==> config.mk <==
export PLATFORM = sky130hd
export DESIGN_NAME = motor_position_pid_pwm
export DESIGN_NICKNAME = d
export VERILOG_FILES = /design/src/rtl/mppp_pkg.sv /design/src/rtl/motor_position_pid_pwm.sv
export SDC_FILE = /design/constraint.sdc
export NUM_CORES = 2
export LEC_CHECK = 0
export ABC_AREA = 0
export BUFFER_PORTS_ARGS = -buffer_cell sky130_fd_sc_hd__buf_4
export CAP_MARGIN = 0
export CORE_MARGIN = 2
export CORE_UTILIZATION = 50
export DETAILED_ROUTE_END_ITERATION = 12
export GPL_ROUTABILITY_DRIVEN = 0
export PLACE_DENSITY = 0.63
export SLEW_MARGIN = 30
export SYNTH_ARGS = -nofsm -noshare
export SYNTH_HDL_FRONTEND = slang
export SYNTH_SLANG_ARGS = --single-unit
==> constraint.sdc <==
create_clock -name clk -period 11.1 [get_ports clk]
set_clock_uncertainty 0.15 [all_clocks]
set_input_delay 0.555 -clock clk [delete_from_list [all_inputs] [get_ports clk]]
set_output_delay 0.555 -clock clk [all_outputs]
set_load 0.03 [all_outputs]
==> src/rtl/mppp_pkg.sv <==
package mppp_pkg;

	typedef enum logic [2:0] {
		ST_IDLE,
		ST_PREP,
		ST_MUL,
		ST_POST,
		ST_MAGN
	} state_t;

	// product being formed by the shared shift-add unit
	typedef enum logic [2:0] {
		OP_ERR_DT,
		OP_PROP,
		OP_DERIV,
		OP_INTEG,
		OP_SCALE
	} op_t;

	localparam logic [2:0] REG_PROP_GAIN   = 3'd0;
	localparam logic [2:0] REG_DERIV_GAIN  = 3'd1;
	localparam logic [2:0] REG_INTEG_GAIN  = 3'd2;
	localparam logic [2:0] REG_SCALE       = 3'd3;
	localparam logic [2:0] REG_DEADBAND    = 3'd4;

	localparam int MUL_STEPS = 32;
	localparam int CNT_W     = $clog2(MUL_STEPS);

	localparam logic [15:0] SCALE_RESET = 16'd256;
	localparam logic [7:0]  DUTY_MAX    = 8'd255;
	localparam logic [15:0] ERR_MAX     = 16'h7FFF;
	localparam logic [15:0] ERR_MIN     = 16'h8000;
	localparam logic [47:0] SUM_MAX     = 48'h7FFF_FFFF_FFFF;
	localparam logic [47:0] SUM_MIN     = 48'h8000_0000_0000;
	localparam logic [60:0] TERM_SAT    = '1;
	localparam logic [63:0] MAG_CLAMP   = 64'h0000_0100_0000_0000;

endpackage

==> src/rtl/motor_position_pid_pwm.sv <==
// A request is taken only while idle; five 32-step shift-add multiplications on one shared
// multiplier run for it in turn (the 32-step divider runs alongside the first of them), and
// the result is loaded only once the output register is free of an unaccepted result.
// A finished result waits in the output register while the next request is taken.
// Reset clears the gains, offset, last error and integral, and sets the scale factor to 1.0.
module motor_position_pid_pwm (
	input  logic        clk,
	input  logic        arst_n,
	input  logic        cfg_wr_en,
	input  logic [2:0]  cfg_index,
	input  logic [31:0] cfg_data,
	input  logic        in_valid,
	output logic        in_stall,
	input  logic [31:0] encoder_count,
	input  logic [31:0] target_position,
	input  logic [7:0]  duty_limit,
	input  logic [15:0] elapsed_us,
	output logic        out_valid,
	input  logic        out_stall,
	output logic [7:0]  duty,
	output logic        forward_on,
	output logic        backward_on
);

	mppp_pkg::state_t state_q, state_d;
	mppp_pkg::op_t    op_q;
	logic [mppp_pkg::CNT_W-1:0] cnt_q;

	logic [31:0] prop_gain_q, deriv_gain_q, integ_gain_q;
	logic [15:0] scale_q;
	logic [7:0]  offset_q;

	logic [15:0] err_q, dt_q, last_error_q;
	logic [7:0]  limit_q;
	logic [47:0] error_sum_q;

	logic [31:0] num_q;
	logic [15:0] rem_q;
	logic        dneg_q;

	logic [47:0] mcand_q;
	logic [31:0] mplr_q;
	logic [79:0] acc_q;
	logic        pneg_q;
	logic [63:0] u_q;

	logic        out_valid_q, fwd_q;
	logic [7:0]  duty_q;

	logic        accept, mul_step, div_step, load_out, slot_free;
	logic [32:0] diff_in;
	logic [15:0] err_in, err_mag, dmag;
	logic [16:0] diff17;
	logic [31:0] pg_mag, dg_mag, ig_mag;
	logic [47:0] es_mag, inc;
	logic [48:0] mul_add, inc_s, sum49;
	logic [47:0] sum_sat;
	logic [16:0] div_shift, div_rem;
	logic        div_ge;
	logic [63:0] term_mag, term_s, u_sum, u_mag;
	logic [40:0] u_clamp;
	logic [32:0] raw;
	logic [7:0]  d1, duty_new;
	logic [8:0]  d2;

	assign accept    = in_valid && !in_stall;
	assign slot_free = !out_valid_q || !out_stall;

	// error, saturated to 16 bits
	assign diff_in = {encoder_count[31], encoder_count} - {target_position[31], target_position};
	always_comb begin
		if (diff_in[32:15] == '0 || diff_in[32:15] == '1) begin
			err_in = diff_in[15:0];
		end else begin
			err_in = diff_in[32] ? mppp_pkg::ERR_MIN : mppp_pkg::ERR_MAX;
		end
	end

	assign err_mag = err_q[15] ? (~err_q + 16'd1) : err_q;
	assign diff17  = {err_q[15], err_q} - {last_error_q[15], last_error_q};
	assign dmag    = diff17[16] ? 16'(~diff17 + 17'd1) : diff17[15:0];
	assign pg_mag  = prop_gain_q[31] ? (~prop_gain_q + 32'd1) : prop_gain_q;
	assign dg_mag  = deriv_gain_q[31] ? (~deriv_gain_q + 32'd1) : deriv_gain_q;
	assign ig_mag  = integ_gain_q[31] ? (~integ_gain_q + 32'd1) : integ_gain_q;
	assign es_mag  = error_sum_q[47] ? (~error_sum_q + 48'd1) : error_sum_q;

	// one multiplier bit per cycle, added at the top of the accumulator
	assign mul_add = {1'b0, acc_q[79:32]} + (mplr_q[0] ? {1'b0, mcand_q} : 49'd0);

	// restoring divider, one quotient bit per cycle
	assign div_shift = {rem_q, num_q[31]};
	assign div_ge    = div_shift >= {1'b0, dt_q};
	assign div_rem   = div_shift - {1'b0, dt_q};

	// integral update
	assign inc   = {acc_q[31:0], 16'h0000};
	assign inc_s = pneg_q ? (~{1'b0, inc} + 49'd1) : {1'b0, inc};
	assign sum49 = {error_sum_q[47], error_sum_q} + inc_s;
	always_comb begin
		if (sum49[48] != sum49[47]) begin
			sum_sat = sum49[48] ? mppp_pkg::SUM_MIN : mppp_pkg::SUM_MAX;
		end else begin
			sum_sat = sum49[47:0];
		end
	end

	// gain term to add into u, magnitude truncated (the integral term saturates instead)
	always_comb begin
		case (op_q)
			mppp_pkg::OP_PROP:  term_mag = {16'h0000, acc_q[47:0]};
			mppp_pkg::OP_DERIV: term_mag = {16'h0000, acc_q[63:16]};
			mppp_pkg::OP_INTEG: begin
				if (acc_q[79:77] != 3'b000) begin
					term_mag = {3'b000, mppp_pkg::TERM_SAT};
				end else begin
					term_mag = {3'b000, acc_q[76:16]};
				end
			end
			default: term_mag = '0;
		endcase
	end
	assign term_s = pneg_q ? (~term_mag + 64'd1) : term_mag;
	assign u_sum  = u_q + term_s;

	assign u_mag   = u_q[63] ? (~u_q + 64'd1) : u_q;
	assign u_clamp = (u_mag > mppp_pkg::MAG_CLAMP) ? mppp_pkg::MAG_CLAMP[40:0] : u_mag[40:0];

	// duty from the scaled magnitude
	assign raw      = acc_q[56:24];
	assign d1       = (raw > {25'd0, limit_q}) ? limit_q : raw[7:0];
	assign d2       = {1'b0, d1} + {1'b0, offset_q};
	assign duty_new = d2[8] ? mppp_pkg::DUTY_MAX : d2[7:0];

	always_comb begin
		state_d = state_q;
		unique case (state_q)
			mppp_pkg::ST_IDLE: begin
				if (accept) state_d = mppp_pkg::ST_PREP;
			end
			mppp_pkg::ST_PREP: state_d = mppp_pkg::ST_MUL;
			mppp_pkg::ST_MUL: begin
				if (cnt_q == mppp_pkg::CNT_W'(mppp_pkg::MUL_STEPS - 1)) state_d = mppp_pkg::ST_POST;
			end
			mppp_pkg::ST_POST: begin
				unique case (op_q)
					mppp_pkg::OP_INTEG: state_d = mppp_pkg::ST_MAGN;
					mppp_pkg::OP_SCALE: begin
						if (slot_free) state_d = mppp_pkg::ST_IDLE;
					end
					default: state_d = mppp_pkg::ST_MUL;
				endcase
			end
			mppp_pkg::ST_MAGN: state_d = mppp_pkg::ST_MUL;
			default: state_d = mppp_pkg::ST_IDLE;
		endcase
	end

	always_comb begin
		in_stall = (state_q != mppp_pkg::ST_IDLE);
		mul_step = (state_q == mppp_pkg::ST_MUL);
		div_step = mul_step && (op_q == mppp_pkg::OP_ERR_DT) && (dt_q != '0);
		load_out = (state_q == mppp_pkg::ST_POST) && (op_q == mppp_pkg::OP_SCALE) && slot_free;
	end

	always_ff @(posedge clk or negedge arst_n) begin
		if (!arst_n) begin
			state_q      <= mppp_pkg::ST_IDLE;
			op_q         <= mppp_pkg::OP_ERR_DT;
			cnt_q        <= '0;
			out_valid_q  <= 1'b0;
			prop_gain_q  <= '0;
			deriv_gain_q <= '0;
			integ_gain_q <= '0;
			scale_q      <= mppp_pkg::SCALE_RESET;
			offset_q     <= '0;
			last_error_q <= '0;
			error_sum_q  <= '0;
		end else begin
			state_q <= state_d;
			cnt_q   <= mul_step ? (cnt_q + 1'b1) : '0;

			if (load_out) begin
				out_valid_q <= 1'b1;
			end else if (!out_stall) begin
				out_valid_q <= 1'b0;
			end

			if (state_q == mppp_pkg::ST_PREP) op_q <= mppp_pkg::OP_ERR_DT;
			if (state_q == mppp_pkg::ST_POST) begin
				unique case (op_q)
					mppp_pkg::OP_ERR_DT: begin
						op_q         <= mppp_pkg::OP_PROP;
						error_sum_q  <= sum_sat;
						last_error_q <= err_q;
					end
					mppp_pkg::OP_PROP:  op_q <= mppp_pkg::OP_DERIV;
					mppp_pkg::OP_DERIV: op_q <= mppp_pkg::OP_INTEG;
					mppp_pkg::OP_INTEG: op_q <= mppp_pkg::OP_SCALE;
					default: op_q <= op_q;
				endcase
			end

			if (cfg_wr_en) begin
				unique case (cfg_index)
					mppp_pkg::REG_PROP_GAIN:  prop_gain_q  <= cfg_data;
					mppp_pkg::REG_DERIV_GAIN: deriv_gain_q <= cfg_data;
					mppp_pkg::REG_INTEG_GAIN: integ_gain_q <= cfg_data;
					mppp_pkg::REG_SCALE:      scale_q      <= cfg_data[15:0];
					mppp_pkg::REG_DEADBAND:   offset_q     <= cfg_data[7:0];
					default: ;
				endcase
			end
		end
	end

	always_ff @(posedge clk) begin
		if (accept) begin
			err_q   <= err_in;
			dt_q    <= elapsed_us;
			limit_q <= duty_limit;
		end
		if (load_out) begin
			duty_q <= duty_new;
			fwd_q  <= !u_q[63];
		end
		unique case (state_q)
			mppp_pkg::ST_PREP: begin
				num_q   <= (dt_q != '0) ? {dmag, 16'h0000} : '0;
				rem_q   <= '0;
				dneg_q  <= diff17[16];
				mcand_q <= {32'h0, err_mag};
				mplr_q  <= {16'h0000, dt_q};
				acc_q   <= '0;
				pneg_q  <= err_q[15];
				u_q     <= '0;
			end
			mppp_pkg::ST_MUL: begin
				acc_q  <= {mul_add, acc_q[31:1]};
				mplr_q <= {1'b0, mplr_q[31:1]};
				if (div_step) begin
					rem_q <= div_ge ? div_rem[15:0] : div_shift[15:0];
					num_q <= {num_q[30:0], div_ge};
				end
			end
			mppp_pkg::ST_POST: begin
				u_q <= u_sum;
				unique case (op_q)
					mppp_pkg::OP_ERR_DT: begin
						mcand_q <= {32'h0, err_mag};
						mplr_q  <= pg_mag;
						pneg_q  <= err_q[15] ^ prop_gain_q[31];
						acc_q   <= '0;
					end
					mppp_pkg::OP_PROP: begin
						mcand_q <= {16'h0000, num_q};
						mplr_q  <= dg_mag;
						pneg_q  <= dneg_q ^ deriv_gain_q[31];
						acc_q   <= '0;
					end
					mppp_pkg::OP_DERIV: begin
						mcand_q <= es_mag;
						mplr_q  <= ig_mag;
						pneg_q  <= error_sum_q[47] ^ integ_gain_q[31];
						acc_q   <= '0;
					end
					default: ;
				endcase
			end
			mppp_pkg::ST_MAGN: begin
				mcand_q <= {7'h00, u_clamp};
				mplr_q  <= {16'h0000, scale_q};
				acc_q   <= '0;
			end
			default: ;
		endcase
	end

	assign out_valid   = out_valid_q;
	assign duty        = duty_q;
	assign forward_on  = fwd_q;
	assign backward_on = !fwd_q;

	a_out_from_scale: assert property (@(posedge clk) disable iff (!arst_n)
		$rose(out_valid_q) |-> $past(state_q == mppp_pkg::ST_POST && op_q == mppp_pkg::OP_SCALE))
		else $error("result raised outside the final scaling step");

	a_accept_starts: assert property (@(posedge clk) disable iff (!arst_n)
		accept |=> state_q == mppp_pkg::ST_PREP)
		else $error("accepted request did not start the sequence");

	a_zero_dt_deriv: assert property (@(posedge clk) disable iff (!arst_n)
		(state_q == mppp_pkg::ST_POST && op_q == mppp_pkg::OP_ERR_DT && dt_q == '0)
		|-> num_q == '0)
		else $error("derivative not zero for zero elapsed time");

	a_mplr_spent: assert property (@(posedge clk) disable iff (!arst_n)
		state_q == mppp_pkg::ST_POST |-> mplr_q == '0)
		else $error("multiplier bits left over at end of product");

endmodule
==> results_dict.tcl <==
set metrics [dict create \
    post_cts_buffers 0 \
    rows 104 \
    synth_top_area_share_pct 24.0 \
    io_pins 140 \
    synth.distinct_cells 93 \
    drt_wl_total_um 126000 \
    synth_area_leaders "edfxtp_1 (24%), dfrtp_1 (11%), ha_1 (7.4%)" \
    fmax_mhz 120 \
    port_buffers 139 \
    detail-route-antenna-nets 0 \
    clkTransAtPathRegs_ns 0.07 \
    tns_ns 0 \
    p_leak_uw 0.0182 \
    clock_latency_ns 0.69 \
    grt_max_degree 106 \
    place_ws_ns 3.07 \
    async_reset_ff_share_pct 35.9 \
    cts_buffers 60 \
    hold_class "in -> reg" \
    area_growth_pct 12.0 \
    cts_tree "yes" \
    clock-sinks 504 \
    peakVddDrop_uv 203 \
    power_density_nw_per_um2 341 \
    status "finished, final reports clean" \
    fin_crit_sh_pct 75.3 \
    hold_viol_final 0 \
    arrival_ns 8.54 \
    postCtsHoldBufs 50 \
    dominantRegCellSynth "edfxtp_1" \
    avgRoutedWirePerCell_um 21.9 \
    drive_above_1_share_pct 11.1 \
    ys_seq_area_share_pct 35.3 \
    setup_viol 0 \
    drtIter0Drc 3294 \
    ys_warn_count 0 \
    rsz0062_at_grt "no" \
    first_pass_iters 6 \
    tightestPinTransition_ns 1.05 \
    cp_max_fo 58 \
    grt_pass1_vias 33700 \
    clock_path_buffers 3 \
    initial_core_util_pct 50.3 \
    htree_levels 2 \
    core_area_um2 80200 \
    cp.required_ns 11.29 \
    synthesis.nets 4941 \
    crit_path_start_kind "flop" \
    synth_edf_count 323 \
    fin_ws_ns 2.75 \
    hpwl_um 93600 \
    viasPerCell 6.24 \
    syn_area_um2 40300 \
    die-area_um2 83000 \
    n_antenna_cell 0 \
    maxSlewViolCount 0 \
    cts_root_buffer "clkbuf_16" \
    dr_total_vias 35900 \
    critPathKind "reg -> reg" \
    cts_resized 0 \
    yosys.area.top_type "edfxtp_1" \
    max-slew-margin-rel_pct 30.0 \
    end_kind "flop" \
    grt_pass1_wl_um 195000 \
    netlist_instances 4569 \
    grt-ovfl-total 0 \
    maxCapViolCount 0 \
    grt_util_all_layers_pct 30.0 \
    synth_area_per_cell_um2 8.83 \
    drc_errors 0 \
    p_total_uw 15400 \
    min_period_ns 8.35 \
    final_nets 5019 \
    antenna_found_initial 1 \
    ys_ff_latch 504 \
    die_y_um 288 \
    die_w_um 288 \
]
metrics by stage:
stage / util, % / instances / area, µm² / hold WS [ns]
2_1_floorplan: - / 4569 / 40300 / 0.109
3_3_place_gp: 52.7 / 5593 / 42300 / 0.309
3_5_place_dp: 52.9 / 5595 / 42400 / 0.310
4_1_cts: 56.3 / 5758 / 45100 / 0.000346
5_1_grt: 56.3 / 5758 / 45200 / 0.00540
6_report: 56.3 / 5758 / 45200 / 0.0173
cells by family after synthesis:
logic type,after synthesis,share of synthesized area [%]
and+or+nand+nor,1528,18.9
DFF,504,35.3
adders and majority gates,244,7.70
xor gates and xnor gates,417,9.05
muxes,160,4.35
AOI/OAI and AO/OA,1332,21.0
buffers and inverters,384,3.71
synth_stat cells (all sizes together) (11+ instances only):
| master | number |
|---|---|
| a31oi | 42 |
| or2 | 30 |
| ha | 237 |
| o21a | 25 |
| nand3 | 66 |
| dfrtp | 180 |
| mux2i | 36 |
| a221o | 11 |
| a221oi | 22 |
| a21o | 99 |
| o22ai | 57 |
| nor4 | 45 |
| o211ai | 25 |
| o21bai | 21 |
| or4 | 53 |
| nand2 | 456 |
| or3 | 62 |
| o41ai | 28 |
| nand2b | 61 |
| o221ai | 12 |
| nand4 | 42 |
| edfxtp | 323 |
| clkbuf | 186 |
| and2 | 71 |
| nor3 | 98 |
| o31a | 13 |
| and3 | 73 |
| xnor2 | 207 |
| a211oi | 36 |
| nor3b | 12 |
| nand3b | 26 |
| nor2 | 352 |
| a22oi | 41 |
| a21oi | 343 |
| mux2 | 124 |
| buf | 34 |
| o31ai | 86 |
| xor2 | 210 |
| inv | 161 |
| o21ai | 376 |
| nor2b | 42 |
routing by layer:
layer	global-route usage, %	part of all wire (%)	vias up
li1	-	-	17000
met4	12.5	4.5	2
met1	39.5	42	17300
met2	49.6	47	1260
met3	4.00	6.6	284
met5	0	0.0087	-
registers in the layout, summed over array words and instances, names as in the netlist, 3 cells and up:
name / cells
cnt_q: 5
mplr_q: 32
last_error_q: 16
rem_q: 16
acc_q: 80
limit_q: 8
u_q: 64
integ_gain_q: 32
scale_q: 16
duty: 8
mcand_q: 48
prop_gain_q: 32
op_q: 3
deriv_gain_q: 32
err_q: 16
num_q: 32
error_sum_q: 33
state_q: 3
dt_q: 16
offset_q: 8
cells in the final DEF (no fill, tap or decap), types with 40 or more instances in the layout:
master	count
a22oi_1	41
nor2b_1	40
xnor2_1	207
o21ai_0	351
or4_1	50
a21o_1	99
dlygate4sd3_1	50
nor3_1	94
xor2_1	210
nand4_1	41
inv_1	160
a31oi_1	41
mux2_2	124
or3_1	60
and3_1	72
buf_4	180
a21oi_1	340
ha_1	237
o22ai_1	48
nand2_1	455
dfrtp_1	175
nand3_1	65
nor2_1	347
nand2b_1	61
nor4_1	43
and2_1	71
clkbuf_16	60
o31ai_1	85
edfxtp_1	323
path summary, 6_finish.rpt:
kind / start / to / slack (ns) / cells after the start
setup / recovery: op_q[1] / u_q[61] / 2.75 / 24
hold / removal: cfg_data[4] / integ_gain_q[4] / 0.02 / 2
setup reg to reg: op_q[1] / u_q[61] / 2.75 / 24
hold reg to reg: cnt_q[0] / cnt_q[0] / 0.33 / 1
max in group asynchronous: arst_n / error_sum_q[45] / 9.24 / 4
min in group asynchronous: arst_n / last_error_q[8] / 0.31 / 2
power by group:
part           leakage, µW  internal [µW]  switching, µW
registers          0.00535           2970            847
logic               0.0118           3560           5750
clock network      0.00109           1410            866
layout make-up:
class | count | area, µm²
Clock buffer | 75 | 1590
Clock inverter | 38 | 682
Inverter | 164 | 616
Timing Repair Buffer | 236 | 1950
Tap cell | 1060 | 1330
Fill cell | 7431 | 35000
Multi-Input combinational cell | 3681 | 24800
Sequential cell | 504 | 14200
worst max-delay path, stage by stage, from the launching register on:
cell and delay (ns):
dfrtp_2 0.51, buf_4 0.35, nand3b_1 0.70, nor2_4 0.27
a221oi_1 0.39, ha_1 0.23, inv_1 0.06, nor3_1 0.44
nand3_1 0.24, or4_1 0.66, or3_1 0.45, nor3_1 0.29
nor3_1 0.07, a21oi_1 0.16, o22ai_1 0.10, ha_1 0.41
nand2_1 0.13, or4_1 0.53, nor4b_1 0.53, o31ai_1 0.23
o21ai_0 0.47, nor2_1 0.17, o21ai_0 0.24, xnor2_1 0.14
nor2_1 0.05
Power figures use the tool's default switching activity.
